## config.mk

```make
export PLATFORM = sky130hd
export DESIGN_NAME = i2c_master_bit_engine
export DESIGN_NICKNAME = d
export VERILOG_FILES = /design/src/i2cm_pkg.sv /design/src/i2cm_cfg.sv /design/src/i2cm_core.sv /design/src/i2c_master_bit_engine.sv
export SDC_FILE = /design/constraint.sdc
export NUM_CORES = 1
export LEC_CHECK = 0
export ABC_AREA = 0
export BUFFER_PORTS_ARGS = -buffer_cell sky130_fd_sc_hd__buf_2
export CORE_ASPECT_RATIO = 0.75
export CORE_MARGIN = 2
export CORE_UTILIZATION = 50
export CTS_BUF_LIST = sky130_fd_sc_hd__clkbuf_16
export CTS_CLUSTER_DIAMETER = 50
export DETAILED_ROUTE_END_ITERATION = 8
export GPL_ROUTABILITY_DRIVEN = 0
export GPL_TIMING_DRIVEN = 0
export PLACE_DENSITY = 0.73
export REMOVE_ABC_BUFFERS = 1
export SETUP_SLACK_MARGIN = 0.15
export SLEW_MARGIN = 20
export SYNTH_ARGS = -nofsm -noshare
export SYNTH_HDL_FRONTEND = slang
export SYNTH_HIERARCHICAL = 1
export SYNTH_SLANG_ARGS = --single-unit
```

## constraint.sdc

```tcl
create_clock -name clk -period 8.68 [get_ports clk]
set_clock_uncertainty 0.15 [all_clocks]
set_input_delay 1.736 -clock clk [delete_from_list [all_inputs] [get_ports clk]]
set_output_delay 1.736 -clock clk [all_outputs]
set_load 0.01 [all_outputs]
```

## src/i2cm_pkg.sv

```systemverilog
`timescale 1ns / 1ps
// i2cm_pkg: shared types and constants for the I2C master bit engine.
// No dependencies; used by every file under src.
package i2cm_pkg;

  localparam int unsigned DATA_W     = 8;
  localparam int unsigned BIT_CNT_W  = 3;
  localparam int unsigned APB_ADDR_W = 3;
  localparam int unsigned APB_DATA_W = 32;

  localparam logic [DATA_W-1:0] ACK_TIMEOUT_RST = 8'd100;

  // Command codes
  localparam logic [2:0] OP_START = 3'd0;
  localparam logic [2:0] OP_STOP  = 3'd1;
  localparam logic [2:0] OP_WRITE = 3'd2;
  localparam logic [2:0] OP_READ  = 3'd3;
  localparam logic [2:0] OP_WAIT  = 3'd4;

  // Register index of ack_timeout (paddr[2])
  localparam logic REG_ACK_TIMEOUT = 1'b0;

  typedef enum logic [14:0] {
    PH_IDLE    = 15'b000_0000_0000_0001,
    PH_ST_A    = 15'b000_0000_0000_0010,
    PH_ST_B    = 15'b000_0000_0000_0100,
    PH_SP_A    = 15'b000_0000_0000_1000,
    PH_SP_B    = 15'b000_0000_0001_0000,
    PH_SP_C    = 15'b000_0000_0010_0000,
    PH_WR_SET  = 15'b000_0000_0100_0000,
    PH_WR_HIGH = 15'b000_0000_1000_0000,
    PH_END     = 15'b000_0001_0000_0000,
    PH_RD_LOW  = 15'b000_0010_0000_0000,
    PH_RD_HIGH = 15'b000_0100_0000_0000,
    PH_AK_SET  = 15'b000_1000_0000_0000,
    PH_AK_HIGH = 15'b001_0000_0000_0000,
    PH_WT_LOW  = 15'b010_0000_0000_0000,
    PH_WT_HIGH = 15'b100_0000_0000_0000
  } phase_t;

  // One tick's result
  typedef struct packed {
    logic              ack_missing;
    logic [DATA_W-1:0] rd_data;
    logic              done_res;
    logic              busy_res;
    logic              sda_out;
    logic              scl;
  } res_t;

endpackage

```

## src/i2cm_cfg.sv

```systemverilog
`timescale 1ns / 1ps
// i2cm_cfg: APB register block holding ack_timeout.
// Depends on i2cm_pkg.
module i2cm_cfg (
  input  logic                                clk,
  input  logic                                rst,
  input  logic                                psel,
  input  logic                                penable,
  input  logic                                pwrite,
  input  logic [i2cm_pkg::APB_ADDR_W-1:0]     paddr,
  input  logic [i2cm_pkg::APB_DATA_W-1:0]     pwdata,
  output logic [i2cm_pkg::APB_DATA_W-1:0]     prdata,
  output logic                                pready,
  output logic [i2cm_pkg::DATA_W-1:0]         ack_timeout
);

  logic hit;

  assign pready = 1'b1;
  assign hit    = (paddr[2] == i2cm_pkg::REG_ACK_TIMEOUT);

  always_ff @(posedge clk) begin
    if (rst) begin
      ack_timeout <= i2cm_pkg::ACK_TIMEOUT_RST;
    end else if (psel && penable && pwrite && pready && hit) begin
      ack_timeout <= pwdata[i2cm_pkg::DATA_W-1:0];
    end
  end

  always_comb begin
    prdata = '0;
    if (hit) begin
      prdata[i2cm_pkg::DATA_W-1:0] = ack_timeout;
    end
  end

endmodule

```

## src/i2cm_core.sv

```systemverilog
`timescale 1ns / 1ps
// i2cm_core: bus phase sequencer; one phase per accepted tick.
// Depends on i2cm_pkg.
module i2cm_core (
  input  logic                             clk,
  input  logic                             rst,
  input  logic                             step,
  input  logic                             cmd_valid,
  input  logic [2:0]                       op,
  input  logic [i2cm_pkg::DATA_W-1:0]      wr_data,
  input  logic                             send_ack,
  input  logic                             sda_in,
  input  logic [i2cm_pkg::DATA_W-1:0]      ack_timeout,
  output i2cm_pkg::res_t                   res
);

  i2cm_pkg::phase_t                 phase, phase_next, ph_cmd;
  logic [i2cm_pkg::BIT_CNT_W-1:0]   bit_count, bit_count_next;
  logic [i2cm_pkg::DATA_W-1:0]      shift_byte, shift_byte_next, shift_cmd;
  logic [i2cm_pkg::DATA_W-1:0]      poll_count, poll_count_next, poll_inc;
  logic                             scl_level, scl_level_next;
  logic                             sda_level, sda_level_next;
  logic                             ack_choice, ack_choice_next;
  logic [i2cm_pkg::DATA_W-1:0]      rd_hold, rd_hold_next;
  logic                             miss_flag, miss_flag_next;
  logic                             done;

  always_comb begin
    ph_cmd           = phase;
    shift_cmd        = shift_byte;
    bit_count_next   = bit_count;
    poll_count_next  = poll_count;
    ack_choice_next  = ack_choice;
    miss_flag_next   = miss_flag;
    scl_level_next   = scl_level;
    sda_level_next   = sda_level;
    rd_hold_next     = rd_hold;
    done             = 1'b0;
    poll_inc         = poll_count;

    // command decode, only from idle
    if (phase == i2cm_pkg::PH_IDLE && cmd_valid && op <= i2cm_pkg::OP_WAIT) begin
      miss_flag_next = 1'b0;
      unique case (op)
        i2cm_pkg::OP_START: ph_cmd = i2cm_pkg::PH_ST_A;
        i2cm_pkg::OP_STOP:  ph_cmd = i2cm_pkg::PH_SP_A;
        i2cm_pkg::OP_WRITE: begin
          ph_cmd         = i2cm_pkg::PH_WR_SET;
          shift_cmd      = wr_data;
          bit_count_next = '0;
        end
        i2cm_pkg::OP_READ: begin
          ph_cmd          = i2cm_pkg::PH_RD_LOW;
          shift_cmd       = '0;
          bit_count_next  = '0;
          ack_choice_next = send_ack;
        end
        default: begin
          ph_cmd          = i2cm_pkg::PH_WT_LOW;
          poll_count_next = '0;
        end
      endcase
    end

    shift_byte_next = shift_cmd;
    phase_next      = ph_cmd;

    unique case (ph_cmd)
      i2cm_pkg::PH_ST_A: begin
        scl_level_next = 1'b1;
        sda_level_next = 1'b1;
        phase_next     = i2cm_pkg::PH_ST_B;
      end
      i2cm_pkg::PH_ST_B: begin
        sda_level_next = 1'b0;
        phase_next     = i2cm_pkg::PH_END;
      end
      i2cm_pkg::PH_SP_A: begin
        scl_level_next = 1'b0;
        sda_level_next = 1'b0;
        phase_next     = i2cm_pkg::PH_SP_B;
      end
      i2cm_pkg::PH_SP_B: begin
        scl_level_next = 1'b1;
        phase_next     = i2cm_pkg::PH_SP_C;
      end
      i2cm_pkg::PH_SP_C: begin
        sda_level_next = 1'b1;
        done           = 1'b1;
        phase_next     = i2cm_pkg::PH_IDLE;
      end
      i2cm_pkg::PH_WR_SET: begin
        scl_level_next  = 1'b0;
        sda_level_next  = shift_cmd[i2cm_pkg::DATA_W-1];
        shift_byte_next = {shift_cmd[i2cm_pkg::DATA_W-2:0], 1'b0};
        phase_next      = i2cm_pkg::PH_WR_HIGH;
      end
      i2cm_pkg::PH_WR_HIGH: begin
        scl_level_next = 1'b1;
        if (&bit_count_next) begin
          bit_count_next = '0;
          phase_next     = i2cm_pkg::PH_END;
        end else begin
          bit_count_next = bit_count_next + 1'b1;
          phase_next     = i2cm_pkg::PH_WR_SET;
        end
      end
      i2cm_pkg::PH_END: begin
        scl_level_next = 1'b0;
        done           = 1'b1;
        phase_next     = i2cm_pkg::PH_IDLE;
      end
      i2cm_pkg::PH_RD_LOW: begin
        scl_level_next = 1'b0;
        sda_level_next = 1'b1;
        phase_next     = i2cm_pkg::PH_RD_HIGH;
      end
      i2cm_pkg::PH_RD_HIGH: begin
        scl_level_next  = 1'b1;
        shift_byte_next = {shift_cmd[i2cm_pkg::DATA_W-2:0], sda_in};
        if (&bit_count_next) begin
          rd_hold_next   = {shift_cmd[i2cm_pkg::DATA_W-2:0], sda_in};
          bit_count_next = '0;
          phase_next     = i2cm_pkg::PH_AK_SET;
        end else begin
          bit_count_next = bit_count_next + 1'b1;
          phase_next     = i2cm_pkg::PH_RD_LOW;
        end
      end
      i2cm_pkg::PH_AK_SET: begin
        scl_level_next = 1'b0;
        sda_level_next = ~ack_choice_next;
        phase_next     = i2cm_pkg::PH_AK_HIGH;
      end
      i2cm_pkg::PH_AK_HIGH: begin
        scl_level_next = 1'b1;
        phase_next     = i2cm_pkg::PH_END;
      end
      i2cm_pkg::PH_WT_LOW: begin
        scl_level_next = 1'b0;
        sda_level_next = 1'b1;
        phase_next     = i2cm_pkg::PH_WT_HIGH;
      end
      i2cm_pkg::PH_WT_HIGH: begin
        scl_level_next = 1'b1;
        if (!sda_in) begin
          phase_next = i2cm_pkg::PH_END;
        end else begin
          poll_inc        = poll_count_next + 1'b1;
          poll_count_next = poll_inc;
          if (poll_inc >= ack_timeout) begin
            miss_flag_next = 1'b1;
            phase_next     = i2cm_pkg::PH_SP_A;
          end else begin
            phase_next = i2cm_pkg::PH_WT_LOW;
          end
        end
      end
      default: phase_next = i2cm_pkg::PH_IDLE;
    endcase

    res.scl         = scl_level_next;
    res.sda_out     = sda_level_next;
    res.busy_res    = (phase_next != i2cm_pkg::PH_IDLE);
    res.done_res    = done;
    res.rd_data     = rd_hold_next;
    res.ack_missing = miss_flag_next;
  end

  always_ff @(posedge clk) begin
    if (rst) begin
      phase      <= i2cm_pkg::PH_IDLE;
      bit_count  <= '0;
      shift_byte <= '0;
      poll_count <= '0;
      scl_level  <= 1'b1;
      sda_level  <= 1'b1;
      ack_choice <= 1'b0;
      rd_hold    <= '0;
      miss_flag  <= 1'b0;
    end else if (step) begin
      phase      <= phase_next;
      bit_count  <= bit_count_next;
      shift_byte <= shift_byte_next;
      poll_count <= poll_count_next;
      scl_level  <= scl_level_next;
      sda_level  <= sda_level_next;
      ack_choice <= ack_choice_next;
      rd_hold    <= rd_hold_next;
      miss_flag  <= miss_flag_next;
    end
  end

`ifndef SYNTH
  // a completing command always leaves the engine idle
  a_done_idle: assert property (@(posedge clk) disable iff (rst)
    res.done_res |-> !res.busy_res)
    else $error("done with busy still set");

  // missing ACK is only flagged out of the ACK poll
  a_miss_src: assert property (@(posedge clk) disable iff (rst)
    $rose(miss_flag) |-> $past(phase) == i2cm_pkg::PH_WT_HIGH)
    else $error("ack_missing set outside ACK poll");

  // bit counter is only live inside a byte transfer
  a_bitcnt: assert property (@(posedge clk) disable iff (rst)
    bit_count != '0 |-> (phase == i2cm_pkg::PH_WR_SET || phase == i2cm_pkg::PH_WR_HIGH ||
                         phase == i2cm_pkg::PH_RD_LOW || phase == i2cm_pkg::PH_RD_HIGH))
    else $error("bit_count nonzero outside byte transfer");

  // ACK seen during poll ends the command on the next phase
  a_ack_end: assert property (@(posedge clk) disable iff (rst)
    step && phase == i2cm_pkg::PH_WT_HIGH && !sda_in |=> phase == i2cm_pkg::PH_END)
    else $error("ACK not honored");
`endif

endmodule

```

## src/i2c_master_bit_engine.sv

```systemverilog
`timescale 1ns / 1ps
// I2C master bit engine top: APB config, phase sequencer, result register.
// A result appears on m_tdata in the cycle after its tick request is taken.
// Throughput: one tick per clock cycle, unless a held result is not taken (m_tready low).
// The result register frees s_tready whenever the held result is taken or empty.
// Reset (rst, synchronous): bus released, engine idle, ack_timeout back to 100.
// Depends on i2cm_pkg, i2cm_cfg, i2cm_core.
module i2c_master_bit_engine (
  input  logic                                clk,
  input  logic                                rst,
  input  logic                                s_tvalid,
  output logic                                s_tready,
  input  logic [15:0]                         s_tdata,  // wr_data[7:0], send_ack, sda_in
  input  logic [3:0]                          s_tuser,  // cmd_valid, op[2:0]
  output logic                                m_tvalid,
  input  logic                                m_tready,
  // scl, sda_out, busy_res, done_res, rd_data[7:0], ack_missing
  output logic [15:0]                         m_tdata,
  input  logic                                psel,
  input  logic                                penable,
  input  logic                                pwrite,
  input  logic [i2cm_pkg::APB_ADDR_W-1:0]     paddr,
  input  logic [i2cm_pkg::APB_DATA_W-1:0]     pwdata,
  output logic [i2cm_pkg::APB_DATA_W-1:0]     prdata,
  output logic                                pready
);

  logic [i2cm_pkg::DATA_W-1:0] ack_timeout;
  i2cm_pkg::res_t              res, res_q;
  logic                        step;

  assign s_tready = !m_tvalid || m_tready;
  assign step     = s_tvalid && s_tready;

  i2cm_cfg u_cfg (
    .clk         (clk),
    .rst         (rst),
    .psel        (psel),
    .penable     (penable),
    .pwrite      (pwrite),
    .paddr       (paddr),
    .pwdata      (pwdata),
    .prdata      (prdata),
    .pready      (pready),
    .ack_timeout (ack_timeout)
  );

  i2cm_core u_core (
    .clk         (clk),
    .rst         (rst),
    .step        (step),
    .cmd_valid   (s_tuser[0]),
    .op          (s_tuser[3:1]),
    .wr_data     (s_tdata[7:0]),
    .send_ack    (s_tdata[8]),
    .sda_in      (s_tdata[9]),
    .ack_timeout (ack_timeout),
    .res         (res)
  );

  always_ff @(posedge clk) begin
    if (rst) begin
      m_tvalid <= 1'b0;
    end else if (step) begin
      m_tvalid <= 1'b1;
    end else if (m_tready) begin
      m_tvalid <= 1'b0;
    end
  end

  always_ff @(posedge clk) begin
    if (step) begin
      res_q <= res;
    end
  end

  assign m_tdata = {3'b000, res_q};

endmodule
```

Word level (Yosys, flattened, before mapping) --
Index checks and enable logic that the tools add are counted.
Storage, ports and cells: flip-flop bits (word level) 68, output and inout bits 51, input bits 62
Cells by class: bitwise gates (word level) 2, equal/unequal tests 19, reduce and logical (&&, ||, !) cells 20, magnitude comparators 2, muxes and demuxes 32, add/sub/neg operators 2
Operator list (number):
- 15-bit case mux with 11 select lines | 1
- 8-bit two-way mux | 8
- 14-bit case mux with 4 select lines | 1
- 8-bit case mux with 2 select lines | 2
- 15-bit two-way mux | 2
- 15-bit by 1-bit equality test with 1-bit output (second input constant) | 1
- 15-bit by 10-bit equality test with 1-bit output (second input constant) | 1
- 15-bit by 11-bit equality test with 1-bit output (second input constant) | 1
- 15-bit by 12-bit equality test with 1-bit output (second input constant) | 1
- 15-bit by 13-bit equality test with 1-bit output (second input constant) | 1
- 15-bit by 14-bit equality test with 1-bit output (second input constant) | 1
- 15-bit equality test (second input constant) | 1
- 15-bit by 2-bit equality test with 1-bit output (second input constant) | 1
- 15-bit by 3-bit equality test with 1-bit output (second input constant) | 1
- 15-bit by 4-bit equality test with 1-bit output (second input constant) | 1
- 15-bit by 5-bit equality test with 1-bit output (second input constant) | 1
- 15-bit by 6-bit equality test with 1-bit output (second input constant) | 1
- 15-bit by 7-bit equality test with 1-bit output (second input constant) | 1
- 15-bit by 8-bit equality test with 1-bit output (second input constant) | 1
- 15-bit by 9-bit equality test with 1-bit output (second input constant) | 1
- 15-bit by 1-bit != test with 1-bit output (second input constant) | 1
- 14-bit two-way mux | 1
- 12-bit two-way mux | 1
- 3-bit two-way mux | 4
- other kinds (20) | 41

Longest topological paths before layout --
Gate-level depths: netlist of run 1.
word-level depth 10, mapped depth 17, gate-level depth less buffers 15

Hierarchy --
The synthesis of run 1 kept the hierarchy.
By module, submodules not included:
- i2cm_core | instances 1, seq. area each 900.9 um^2, area an instance 3064.2 um^2, cells an instance 370
- i2cm_cfg | instances 1, seq. area each 160.2 um^2, area an instance 615.6 um^2, cells an instance 70
- i2c_master_bit_engine | instances 1, seq. area each 410.4 um^2, area an instance 471.7 um^2, cells an instance 22

Worst setup path after synthesis of run 1 --
Ideal clock, no wire load.
path type input-to-reg, start point input s_tuser[1], end point register res_q, in the netlist m_tdata[12], data pin, required time 8.279 ns, stages 17, buffers on the path 2, setup slack 3.822 ns, arrival 4.457 ns, path through clkbuf_1 o21ai_0 nand4_2 nor2_1 nand2_1 nand2_1 inv_1 ha_1 nand3_1 xor2_1 nor2_1 ha_1 a2111oi_0 o21ai_0 o211ai_1 nand2_1 buf_4
On the way: longest elaborated chain between the ends 9, elaborated cells between the ends (all ways) 18, those cells by class add/sub: 1; order compare: 2; eq/ne: 4; mux: 8; reduce/logical: 3
Ends and longest elaborated chain:
- start: declaration | RTL line i2c_master_bit_engine.sv:14 | input logic [3:0] s_tuser,
- 3-bit by 1-bit equality test with 1-bit output, or another cell as far along | RTL line i2cm_core.sv:44 | unique case (op)
- 4-bit OR reduction (no source line)
- 8-bit two-way mux | RTL line i2cm_core.sv:44
- 8-bit two-way mux | RTL line i2cm_core.sv:42 | if (phase == i2cm_pkg::PH_IDLE && cmd_valid && op <= i2cm_pkg::OP_WAIT) begin
- 8-bit by 1-bit adder with 8-bit output | RTL line i2cm_core.sv:149 | poll_inc = poll_count_next + 1'b1;
- 8-bit >= comparator | RTL line i2cm_core.sv:151 | if (poll_inc >= ack_timeout) begin
- 1-bit two-way mux | RTL line i2cm_core.sv:151
- 1-bit two-way mux | RTL line i2cm_core.sv:146 | if (!sda_in) begin
- 1-bit two-way mux * | RTL line i2cm_core.sv:68 | unique case (ph_cmd)
- named net u_core.miss_flag_next | RTL line i2cm_core.sv:25 | logic miss_flag, miss_flag_next;
- end signal: assignment | RTL line i2c_master_bit_engine.sv:73 | res_q <= res;
- end: declaration | RTL line i2c_master_bit_engine.sv:29 | i2cm_pkg::res_t res, res_q;
Mark *: on every way through the listed nets, which the timed path passes. The rest lies on a longest branch. A chain may end at the register's enable or synchronous reset.

==> summary.txt, run 1 <==
Route
  • Routed WL: 9450 um
  • Vias: 3461
  • DRC errors left: 0
  • DR iter-0 viols: 310
  • Antenna-violating nets left: 0
  • DR vias/cell: 5.69
  • Pre-antenna DRT Iters: 5
  • Wire length per cell: 15.5 um

Critical path
  • Critical Path AT: 5.05 ns
  • Worst path cell trace: buf_2 > nor4b_2 > nand4_2 > nor2_1 > nand2_1 > nand2_1 > inv_1 > ha_1 > nand3_1 > xor2_1 > nor2_1 > ha_1 > a2111oi_0 > o21ai_0 > o211ai_1 > nand2_1
  • Req. time, crit path: 8.60 ns
  • CP Class: input pin to flip-flop
  • Crit path buffers/inverters: 2
  • Worst path most repeated cell: nand2_1
  • CP max FO: 10
  • Worst R2R Setup Slack: 4.47 ns
  • Worst setup SP type: input pin
  • Critical path's largest stage delay: 0.53 ns
  • Critical path endpoint category: flip-flop
  • CP delay by family, top: simple AND/OR/NAND/NOR gates
  • CP max-delay cell: a2111oi_0

Synth
  • Avg Inst Size Synth: 8.99 um^2
  • Yosys cell types: 70
  • Syn Inst Count: 462
  • Mapped cell area: 4150 um^2
  • Yosys reg bits: 67
  • Async SR Flop Fraction: 0%
  • Ys Warns: 6
  • Sequential share of the synthesized area: 35.4%
  • Ys flop type: dfxtp_1
  • Number of synthesized flops with an enable pin: 13

STA
  • TNS Setup: 0 ns
  • Max Freq: 195 MHz
  • Unrepaired setup endpoints after global routing: no
  • Slew @ Worst Pin: 1.03 ns
  • Post-route minimum period: 5.13 ns
  • Max-slew violation count: 0
  • Hold slack: 0.317 ns
  • Setup Viol. Count Final: 0
  • Slew HR: 31.2%
  • PnR worst setup slack: 3.55 ns
  • Final period utilization: 59.1%
  • Final-report hold violation count: 0

Min path
  • Hold Crit Class: flip-flop to flip-flop

Floorplanning
  • Core Box Area: 7990 um^2
  • Num rows: 28
  • Die Wd: 109 um
  • I/O pins: 113
  • Die Span Y: 82.9 um
  • Initial core utilization: 52.0%
  • Area of the die: 9060 um^2

Layout
  • Nets@finish: 571
  • Non-Filler Instances: 608
  • N_diodes: 0
  • Layout cell share with drive strength beyond 1: 20.9%
  • Area Growth Syn to Fin: 11.9%
  • Post-Route Utilization: 58.1%

CTS
  • CTS tree: built
  • Post-CTS sizing: 0
  • CTS sink cnt: 67
  • CTS clk-pin slew, worst paths: 0.06 ns
  • Post-CTS Setup Bufs: 0
  • Num CTS Buffers: 9
  • Clock insertion delay at the later pin of the skew report: 0.33 ns
  • Hold_buf cts: 0
  • Max H-tree Level: 3
  • CTS root buf: clkbuf_16
  • CTS max path bufs: 2

Placed design
  • Worst slack at placement: 3.34 ns
  • # port buffers: 52
  • Post-Place Cells: 592
  • Placed wire-length estimate: 6580 um

Power and ir drop
  • Worst vdd ir: 0.104 mV
  • Leak: 2.05 nW
  • Pwr/cell area: 177 nW/um^2

Global route
  • Largest net degree at the start of global routing: 60
  • Initial antenna violation count: 0
  • Global-route wire length before repair: 15500 um
  • Total track usage: 21.6%
  • GR Overflow Total: 0
  • Vias in the first global route: 3058

Job
  • Maxcap violations: 0

Run status
  • Status: completed
-- sequential cells by signal, indices dropped and copies added (netlist names) --
| name | cells |
|---|---|
| u_core/phase | 14 |
| m_tdata | 13 |
| u_cfg/ack_timeout | 8 |
| u_core/poll_count | 8 |
| u_core/rd_hold | 8 |
| u_core/shift_byte | 8 |
| u_core/bit_count | 3 |
| m_tvalid | 1 |
| u_core/ack_choice | 1 |
| u_core/miss_flag | 1 |
| u_core/scl_level | 1 |
| u_core/sda_level | 1 |
-- synthesized netlist by cell type (4+ instances only) --
cell | number | area, um^2
or3_1 | 4 | 25.0
and2_1 | 4 | 25.0
ha_1 | 11 | 138
inv_1 | 10 | 37.5
nand3b_1 | 6 | 45.0
nor4_1 | 5 | 31.3
nor2_1 | 48 | 180
buf_4 | 32 | 240
nand4_1 | 5 | 31.3
mux2_2 | 8 | 90.1
nand2b_1 | 15 | 93.8
and3_1 | 5 | 31.3
nand3_1 | 14 | 70.1
a21oi_1 | 18 | 90.1
clkbuf_1 | 12 | 45.0
a22o_1 | 14 | 123
nand2_1 | 34 | 128
dfxtp_1 | 54 | 1080
nor2b_1 | 6 | 37.5
mux2i_1 | 29 | 290
nor3_1 | 14 | 70.1
edfxtp_1 | 13 | 390
xor2_1 | 5 | 43.8
o21ai_0 | 10 | 50.1
and2b_2 | 8 | 70.1
o22ai_1 | 7 | 43.8
-- where the power goes --
group / switching, mW / internal, mW
registers: 0.00401 / 0.323
logic: 0.0525 / 0.0284
clock network: 0.136 / 0.280
-- cells in the final DEF (no fill, tap or decap), drive strengths merged, types with 7 or more instances in the layout --
master / Yosys / final
dfxtp: 54 / 54
buf: 40 / 52
nor2: 50 / 50
nand2: 34 / 34
mux2i: 29 / 29
conb: 3 / 28
a21oi: 19 / 19
nand2b: 16 / 16
nor3: 15 / 15
nand3: 14 / 14
a22o: 14 / 14
edfxtp: 13 / 13
o21ai: 12 / 12
ha: 11 / 11
inv: 10 / 10
nor4: 10 / 10
clkbuf: 12 / 9
and2b: 8 / 8
mux2: 8 / 8
o22ai: 7 / 7
nand4: 7 / 7
-- tightest hold or removal path, cell delays in order (launching register included) --
cell     delay (ns)
dfxtp_1        0.31
nand2_1        0.05
a21oi_1        0.05
-- cell type report --
type                       count  area [um^2]
fill                         691         3340
multi-input combinational    357         2400
sequential                    67         1470
timing repair buffer          52          260
clock buffer                   9          225
tap                          105          131
clock inverter                 7          116
inverter                      11         41.3
-- path summary, 6_finish.rpt --
check,start,cells past startpoint,endpoint
max,s_tuser[0],16,m_tdata[12]
min,u_core/miss_flag,2,u_core/miss_flag
max reg2reg,u_core/phase[8],15,m_tdata[12]
min reg2reg,u_core/miss_flag,2,u_core/miss_flag
-- kinds of logic after synthesis --
| family | count (synthesis) | synth area share (%) |
|---|---|---|
| AND/OR/NAND/NOR | 197 | 28.1 |
| AO/OA/AOI/OAI | 76 | 13.0 |
| flip-flops | 67 | 35.4 |
| buffers and inverters | 63 | 9.04 |
| multiplexers | 37 | 9.16 |
| adder cells (fa/ha/maj) | 11 | 3.32 |
| XOR/XNOR | 8 | 1.69 |
| other | 3 | 0.271 |
-- routing by layer --
layer	global-route usage [%]	part of all wire, %
met1	32.8	48
met2	31.3	44
met3	3.92	6.4
met4	5.75	0.90
met5	0	0
-- per-stage QoR --
stage	cell area [um^2]	total power, mW
6_report	4640	0.824
5_1_grt	4640	0.856
4_1_cts	4640	0.829
3_5_place_dp	4300	0.414
3_3_place_gp	4300	0.412
2_1_floorplan	3910	0.385
(Power assumes the default switching activity.)
==> run 2: changes to the inputs <==
--- a/config.mk
+++ b/config.mk
@@ -5,7 +5,7 @@
 export SDC_FILE = /design/constraint.sdc
 export NUM_CORES = 1
 export LEC_CHECK = 0
-export ABC_AREA = 0
+export ABC_AREA = 1
 export BUFFER_PORTS_ARGS = -buffer_cell sky130_fd_sc_hd__buf_2
 export CORE_ASPECT_RATIO = 0.75
 export CORE_MARGIN = 2
@@ -15,7 +15,7 @@
 export DETAILED_ROUTE_END_ITERATION = 8
 export GPL_ROUTABILITY_DRIVEN = 0
 export GPL_TIMING_DRIVEN = 0
-export PLACE_DENSITY = 0.73
+export PLACE_DENSITY = 0.72
 export REMOVE_ABC_BUFFERS = 1
 export SETUP_SLACK_MARGIN = 0.15
 export SLEW_MARGIN = 20
==> constraint.sdc (replaced) <==
create_clock -name clk -period 5.04 [get_ports clk]
set_clock_uncertainty 0.15 [all_clocks]
set_input_delay 1.008 -clock clk [delete_from_list [all_inputs] [get_ports clk]]
set_output_delay 1.008 -clock clk [all_outputs]
set_load 0.01 [all_outputs]
==> run 2 against run 1 <==
Net effect: synthesized cell count is 43% higher; worst setup slack worse by 2.5 ns; power is 75% higher; flip-flop and latch count stayed put; sequential power is 81% higher; clock power is 46% higher; critical path type unchanged; highest routed layer unchanged.
==> summary.txt, run 2 <==
CTS
  • Hold_buf cts: 0
  • CTS clk-pin slew, worst paths: 0.06 ns
  • Clock insertion delay at the later pin of the skew report: 0.33 ns
  • Max H-tree Level: 3
  • Post-CTS sizing: 0
  • Num CTS Buffers: 9
  • Post-CTS Setup Bufs: 0
  • CTS root buf: clkbuf_16
  • CTS max path bufs: 2
  • CTS tree: built
  • CTS sink cnt: 67

Route
  • Routed WL: 10600 um
  • Vias: 4261
  • Wire length per cell: 13.0 um
  • Antenna-violating nets left: 0
  • DR vias/cell: 5.22
  • Pre-antenna DRT Iters: 5
  • DR iter-0 viols: 399
  • DRC errors left: 0

Critical path
  • Crit path buffers/inverters: 3
  • Levels on crit path: 19
  • Worst R2R Setup Slack: 1.42 ns
  • Critical path's largest stage delay: 0.31 ns
  • Req. time, crit path: 4.95 ns
  • Worst Setup SP: s_tuser[1]
  • R2R depth: 19
  • Critical path endpoint category: flip-flop
  • Worst setup SP type: input pin
  • Critical Path AT: 3.86 ns
  • CP max-delay cell: or2_2
  • Capture point of the worst path: m_tdata[12]
  • CP max FO: 14
  • CP Class: input pin to flip-flop
  • Worst path cell trace: buf_2 > or2_2 > nor2_1 > nand3_2 > nand2_1 > inv_1 > ha_1 > nand4_1 > nor2_1 > nand2_1 > xor2_1 > inv_1 > ha_1 > nand2_1 > nor2_1 > nand2_1 > o211ai_1 > a21oi_1 > o21ai_0
  • Worst path most repeated cell: nand2_1
  • Reg2reg start: u_core/phase[8]
  • RR Endpoint: m_tdata[12]
  • CP delay by family, top: simple AND/OR/NAND/NOR gates

STA
  • Slew HR: 41.7%
  • Hold slack: 0.316 ns
  • Setup Viol. Count Final: 0
  • Unrepaired setup endpoints after global routing: no
  • Final-report hold violation count: 0
  • Slew @ Worst Pin: 0.872 ns
  • Post-route minimum period: 3.95 ns
  • Final period utilization: 78.4%
  • Max-slew violation count: 0
  • Max Freq: 253 MHz

Power and ir drop
  • Leak: 2.60 nW
  • Worst vdd ir: 0.188 mV
  • Switching power: 0.408 mW
  • Sw Ratio: 28.3%
  • Logic gate share of total power: 16.6%
  • Pwr/cell area: 285 nW/um^2
  • Clk network pwr share: 42.2%
  • Pint: 1.03 mW
  • Sequential power share: 41.3%

Layout
  • Area Growth Syn to Fin: 11.0%
  • Most frequent cells in the layout: nand2_1, inv_1, nor2_1
  • N_diodes: 0
  • Non-Filler Instances: 816
  • FF/Latch Area: 1470 um^2
  • Nets@finish: 772
  • Max reg flops: 14
  • Area of the multi-input gates: 2400 um^2
  • Largest Register: u_core/phase
  • Fillcell total: 872
  • Most common cell after layout, fill and taps aside: nand2_1
  • Layout cell share with drive strength beyond 1: 19.0%

Global route
  • GR Overflow Total: 0
  • Initial antenna violation count: 0
  • Met1 usage: 30.5%
  • Busiest grt layer: met2
  • Met3 Usage GRT: 4.90%
  • Largest net degree at the start of global routing: 42
  • Met2 GRT Util: 34.8%
  • Vias in the first global route: 3757
  • Global-route wire length before repair: 17500 um
  • Total track usage: 22.1%

Synth
  • Area leader, netlist: dfxtp_1
  • Yosys cell types: 38
  • Ys flop type: dfxtp_1
  • Yosys reg bits: 67
  • Post-synth top cells: nand2_1, inv_1, nor2_1, dfxtp_1, a21oi_1
  • Mapped cell area: 4560 um^2
  • Avg Inst Size Synth: 6.90 um^2
  • Async SR Flop Fraction: 0%
  • Syn Inst Count: 660
  • Number of synthesized flops with an enable pin: 13
  • Top cells by area, synth: dfxtp_1, nand2_1, inv_1
  • Synth top area share: 23.7%
  • Ys Warns: 6
  • Sequential share of the synthesized area: 32.3%
  • Top-count cell post-synth: nand2_1

Floorplanning
  • I/O pins: 113
  • Die Wd: 114 um
  • Core Box Area: 8930 um^2
  • Initial core utilization: 51.0%
  • Die Span Y: 86.7 um
  • Area of the die: 9900 um^2
  • Num rows: 30

Job
  • Maxcap violations: 0

Placed design
  • Post-Place Cells: 800
  • # port buffers: 52
  • Placed wire-length estimate: 7490 um

Min path
  • Hold Crit Class: flip-flop to flip-flop

Run status
  • Status: completed
==> run 2: changes by cell type after synthesis, moves of 14 or more <==
cell,change
a21oi_1,+29
nand3_1,+29
nand2b_1,-15
inv_1,+105
mux2i_1,-28
a22o_1,-14
nand2_1,+82
o21ai_2,+14
nor2_1,+21
==> run 2: cell families after synthesis <==
family,synth area share [%]
mux,0.220
other cells,0.247
compound gates,14.3
simple gates,31.5
flops,32.3
buf+inv,17.4
xor+xnor,0.961
fa+ha+maj,3.02
==> run 2: per-layer routing <==
metal | part of all wire (%) | wire length [um]
met1 | 48 | 5130
met2 | 44 | 4610
met3 | 6.6 | 696
met4 | 1.3 | 133
met5 | 0 | 0
==> run 2: worst min-delay path by stage <==
stage                     cells after the start            startpoint  slack, ns              endpoint
after CTS                                     2   u_core/bit_count[1]       0.32   u_core/bit_count[1]
final                                         2   u_core/bit_count[1]       0.32   u_core/bit_count[1]
after floorplan                               2      u_core/scl_level       0.28      u_core/scl_level
after global placement                        2  u_core/shift_byte[7]       0.30  u_core/shift_byte[7]
after global routing                          2  u_core/shift_byte[2]       0.34  u_core/shift_byte[2]
after detailed placement                      2   u_core/bit_count[1]       0.31   u_core/bit_count[1]
==> run 2: layout make-up <==
cell class,count,area share [%]
Clock inverter,7,1.19
Timing Repair Buffer,54,6.23
Multi-Input combinational cell,448,47.4
Sequential cell,67,29.1
Tap cell,112,2.77
Clock buffer,9,4.45
Inverter,119,8.88
==> run 2: worst register-to-register path: cells and delay by family (launching register included) <==
kind            cells  cell delay [ns]
fa+ha+maj           2             0.49
flops               1             0.37
xor+xnor            1             0.19
buf+inv             2             0.12
compound gates      3             0.49
simple gates       11             1.53
==> run 2: stage by stage <==
stage | utilization (%) | power [mW] | instance area (um^2) | setup WS (ns) | setup TNS (ns)
3_3_place_gp | 52.7 | 0.827 | 4710 | -3.00 | -97.07
6_report | 56.6 | 1.44 | 5060 | 1.09 | 0
4_1_cts | 56.6 | 1.45 | 5060 | 1.09 | 0
5_1_grt | 56.6 | 1.50 | 5060 | 0.772 | 0
3_5_place_dp | 53.4 | 0.840 | 4770 | 0.775 | 0
2_1_floorplan | - | 0.768 | 4310 | -0.452 | -9.64
==> run 2: power groups by stage <==
stage / registers [mW] / clock network (mW) / logic [mW]
finish: 0.594 / 0.608 / 0.239
global route: 0.597 / 0.637 / 0.268
CTS: 0.594 / 0.621 / 0.236
detailed placement: 0.605 / 0 / 0.235
global placement: 0.605 / 0 / 0.223
floorplan: 0.606 / 0 / 0.162
==> run 3: changes to the inputs <==
--- a/config.mk
+++ b/config.mk
@@ -5,7 +5,7 @@
 export SDC_FILE = /design/constraint.sdc
 export NUM_CORES = 1
 export LEC_CHECK = 0
-export ABC_AREA = 1
+export ABC_AREA = 0
 export BUFFER_PORTS_ARGS = -buffer_cell sky130_fd_sc_hd__buf_2
 export CORE_ASPECT_RATIO = 0.75
 export CORE_MARGIN = 2
@@ -15,7 +15,7 @@
 export DETAILED_ROUTE_END_ITERATION = 8
 export GPL_ROUTABILITY_DRIVEN = 0
 export GPL_TIMING_DRIVEN = 0
-export PLACE_DENSITY = 0.72
+export PLACE_DENSITY = 0.73
 export REMOVE_ABC_BUFFERS = 1
 export SETUP_SLACK_MARGIN = 0.15
 export SLEW_MARGIN = 20
==> constraint.sdc (replaced) <==
create_clock -name clk -period 3.77 [get_ports clk]
set_clock_uncertainty 0.15 [all_clocks]
set_input_delay 0.754 -clock clk [delete_from_list [all_inputs] [get_ports clk]]
set_output_delay 0.754 -clock clk [all_outputs]
set_load 0.01 [all_outputs]
==> run 3 against run 2 <==
Net effect: die area fell by 8.5%; sequential share of layout area rose by 2.0 points; core utilization up 2.8 points; cell count fell by 25%; routed wire length shrank 7.8%; sequential power up 27%; critical path type unchanged; critical endpoint is now u_core/rd_hold[1].
==> summary.txt, run 3 (synthesis gave the netlist of run 1 again) <==
Route
  • Pre-antenna DRT Iters: 5
  • DR vias/cell: 5.78
  • Vias: 3542
  • DR iter-0 viols: 290
  • DRC errors left: 0
  • Routed WL: 9750 um
  • Antenna-violating nets left: 0
  • Wire length per cell: 15.9 um

Global route
  • Vias in the first global route: 3139
  • Largest net degree at the start of global routing: 60
  • GR Overflow Total: 0
  • Global-route wire length before repair: 15800 um
  • Initial antenna violation count: 0
  • Total track usage: 22.1%

Critical path
  • CP Class: input pin to flip-flop
  • CP max FO: 11
  • Worst setup SP type: input pin
  • Req. time, crit path: 3.80 ns
  • Critical path's largest stage delay: 0.58 ns
  • Critical Path AT: 3.60 ns
  • Critical path endpoint category: flip-flop
  • CP max-delay cell: or3_1
  • Reg2reg start: u_core/phase[6]
  • Worst R2R Setup Slack: 0.25 ns
  • CP delay by family, top: simple AND/OR/NAND/NOR gates
  • R2R depth: 9
  • Worst path most repeated cell: ha_1
  • RR Endpoint: u_core/rd_hold[1]
  • Worst path cell trace: buf_2 > o21ai_1 > nand4_4 > or3_1 > and2_1 > ha_1 > ha_1 > nand3_1 > mux2i_1 > nor2_1
  • Crit path buffers/inverters: 1

Power and ir drop
  • Pint: 1.46 mW
  • Pwr/cell area: 402 nW/um^2
  • Worst vdd ir: 0.239 mV
  • Switching power: 0.446 mW
  • Clk network pwr share: 50.0%
  • Sequential power share: 39.5%
  • Pwr Total: 1.91 mW
  • Leak: 2.09 nW
  • Logic gate share of total power: 10.4%
  • Sw Ratio: 23.4%

Floorplanning
  • Die Wd: 109 um
  • I/O pins: 113
  • Core Box Area: 7990 um^2
  • Num rows: 28
  • Initial core utilization: 52.0%
  • Area of the die: 9060 um^2
  • Die Span Y: 82.9 um

STA
  • Slew @ Worst Pin: 1.03 ns
  • Post-route minimum period: 3.58 ns
  • Slew HR: 31.6%
  • Hold slack: 0.320 ns
  • Final-report hold violation count: 0
  • Setup Viol. Count Final: 0
  • Max Freq: 280 MHz
  • TNS Setup: 0 ns
  • Max-slew violation count: 0
  • Final period utilization: 94.9%
  • Unrepaired setup endpoints after global routing: yes

CTS
  • CTS tree: built
  • CTS sink cnt: 67
  • CTS max path bufs: 2
  • Clock insertion delay at the later pin of the skew report: 0.33 ns
  • CTS clk-pin slew, worst paths: 0.05 ns
  • Max H-tree Level: 3
  • CTS root buf: clkbuf_16
  • Num CTS Buffers: 9

Placed design
  • Placed wire-length estimate: 6580 um
  • # port buffers: 52

Layout
  • Area Growth Syn to Fin: 14.3%
  • Most frequent cells in the layout: buf_2, dfxtp_1, nor2_1
  • N_diodes: 0
  • Nets@finish: 576
  • Max reg flops: 14
  • Largest Register: u_core/phase
  • Layout cell share with drive strength beyond 1: 23.2%

Min path
  • Hold-critical path depth: 2
  • Hold Crit Class: flip-flop to flip-flop
  • Min-delay src: u_core/miss_flag
  • Hold EP: u_core/miss_flag

Job
  • Maxcap violations: 0

Run status
  • Status: completed
## run 3: cell count changes in the layout (fill, tap and decap cells not counted), moves of 9 or more
cell,delta
nand3_1,-29
a21oi_1,-28
o211ai_1,-9
nor2_1,-23
nand2b_1,+15
inv_1,-105
nand2_2,-12
o21ai_0,-13
nand2_1,-82
o21ai_2,-13
mux2i_1,+28
a22o_1,+14
## run 3: layout make-up
cell class,instances,area (um^2)
Timing Repair Buffer,57,298
Sequential cell,67,1470
Fill cell,681,3240
Tap cell,105,131
Inverter,11,41.3
Clock buffer,9,225
Clock inverter,7,116
Multi-Input combinational cell,357,2460
## run 3: worst max-delay path by stage
| stage | start | to | slack, ns | cells after the start |
|---|---|---|---|---|
| after floorplan | s_tuser[0] | m_tdata[12] | 0.16 | 15 |
| after global placement | s_tuser[0] | m_tdata[12] | -0.49 | 16 |
| after detailed placement | s_tuser[0] | m_tdata[12] | -0.58 | 16 |
| after CTS | s_tuser[1] | m_tdata[12] | 0.17 | 16 |
| after global routing | s_tuser[0] | m_tdata[11] | 0.03 | 9 |
| final | s_tuser[1] | u_core/rd_hold[1] | 0.19 | 10 |
## run 3: per-stage QoR
stage	worst slack [ns]	area, um^2	std cells	util (%)
floorplan	0.162	3910	435	-
global placement	-0.491	4300	592	53.9
detailed placement	-0.584	4300	592	53.9
CTS	0.167	4700	610	58.8
global route	0.0328	4740	613	59.4
finish	0.193	4740	613	59.4
## run 3: what timing repair did
action | CTS | global route
setup buffers | 2 | 3
endpoints found under the hold margin | 0 | 0
gates resized for setup | 10 | 5
pin swaps | 1 | 5
endpoints found under the setup margin | 20 | 20
hold buffers | 0 | 0
## run 3: worst register-to-register path: stages, from the launching register on
cell and delay (ns):
dfxtp_1 0.42, nor4b_4 0.39, nand4_4 0.24, or3_1 0.58, and2_1 0.26, ha_1 0.18
ha_1 0.29, nand3_1 0.51, mux2i_1 0.29, nor2_1 0.06
## run 3: routing by layer
layer | global-route usage, % | part of all wire, % | vias to the layer above
met1 | 32.4 | 46 | 1686
met3 | 5.26 | 8.1 | 7
li1 | - | - | 1697
met4 | 6.67 | 1.0 | 0
met5 | 0 | 0 | -
met2 | 32.1 | 45 | 152
## run 3: power groups by stage
stage                     registers (mW)  logic, mW  clock network, mW
after floorplan                    0.771      0.116                  0
after global placement             0.769      0.181                  0
after detailed placement           0.769      0.183                  0
after CTS                          0.754      0.191              0.970
after global routing               0.756      0.218               1.01
final                              0.754      0.199              0.955
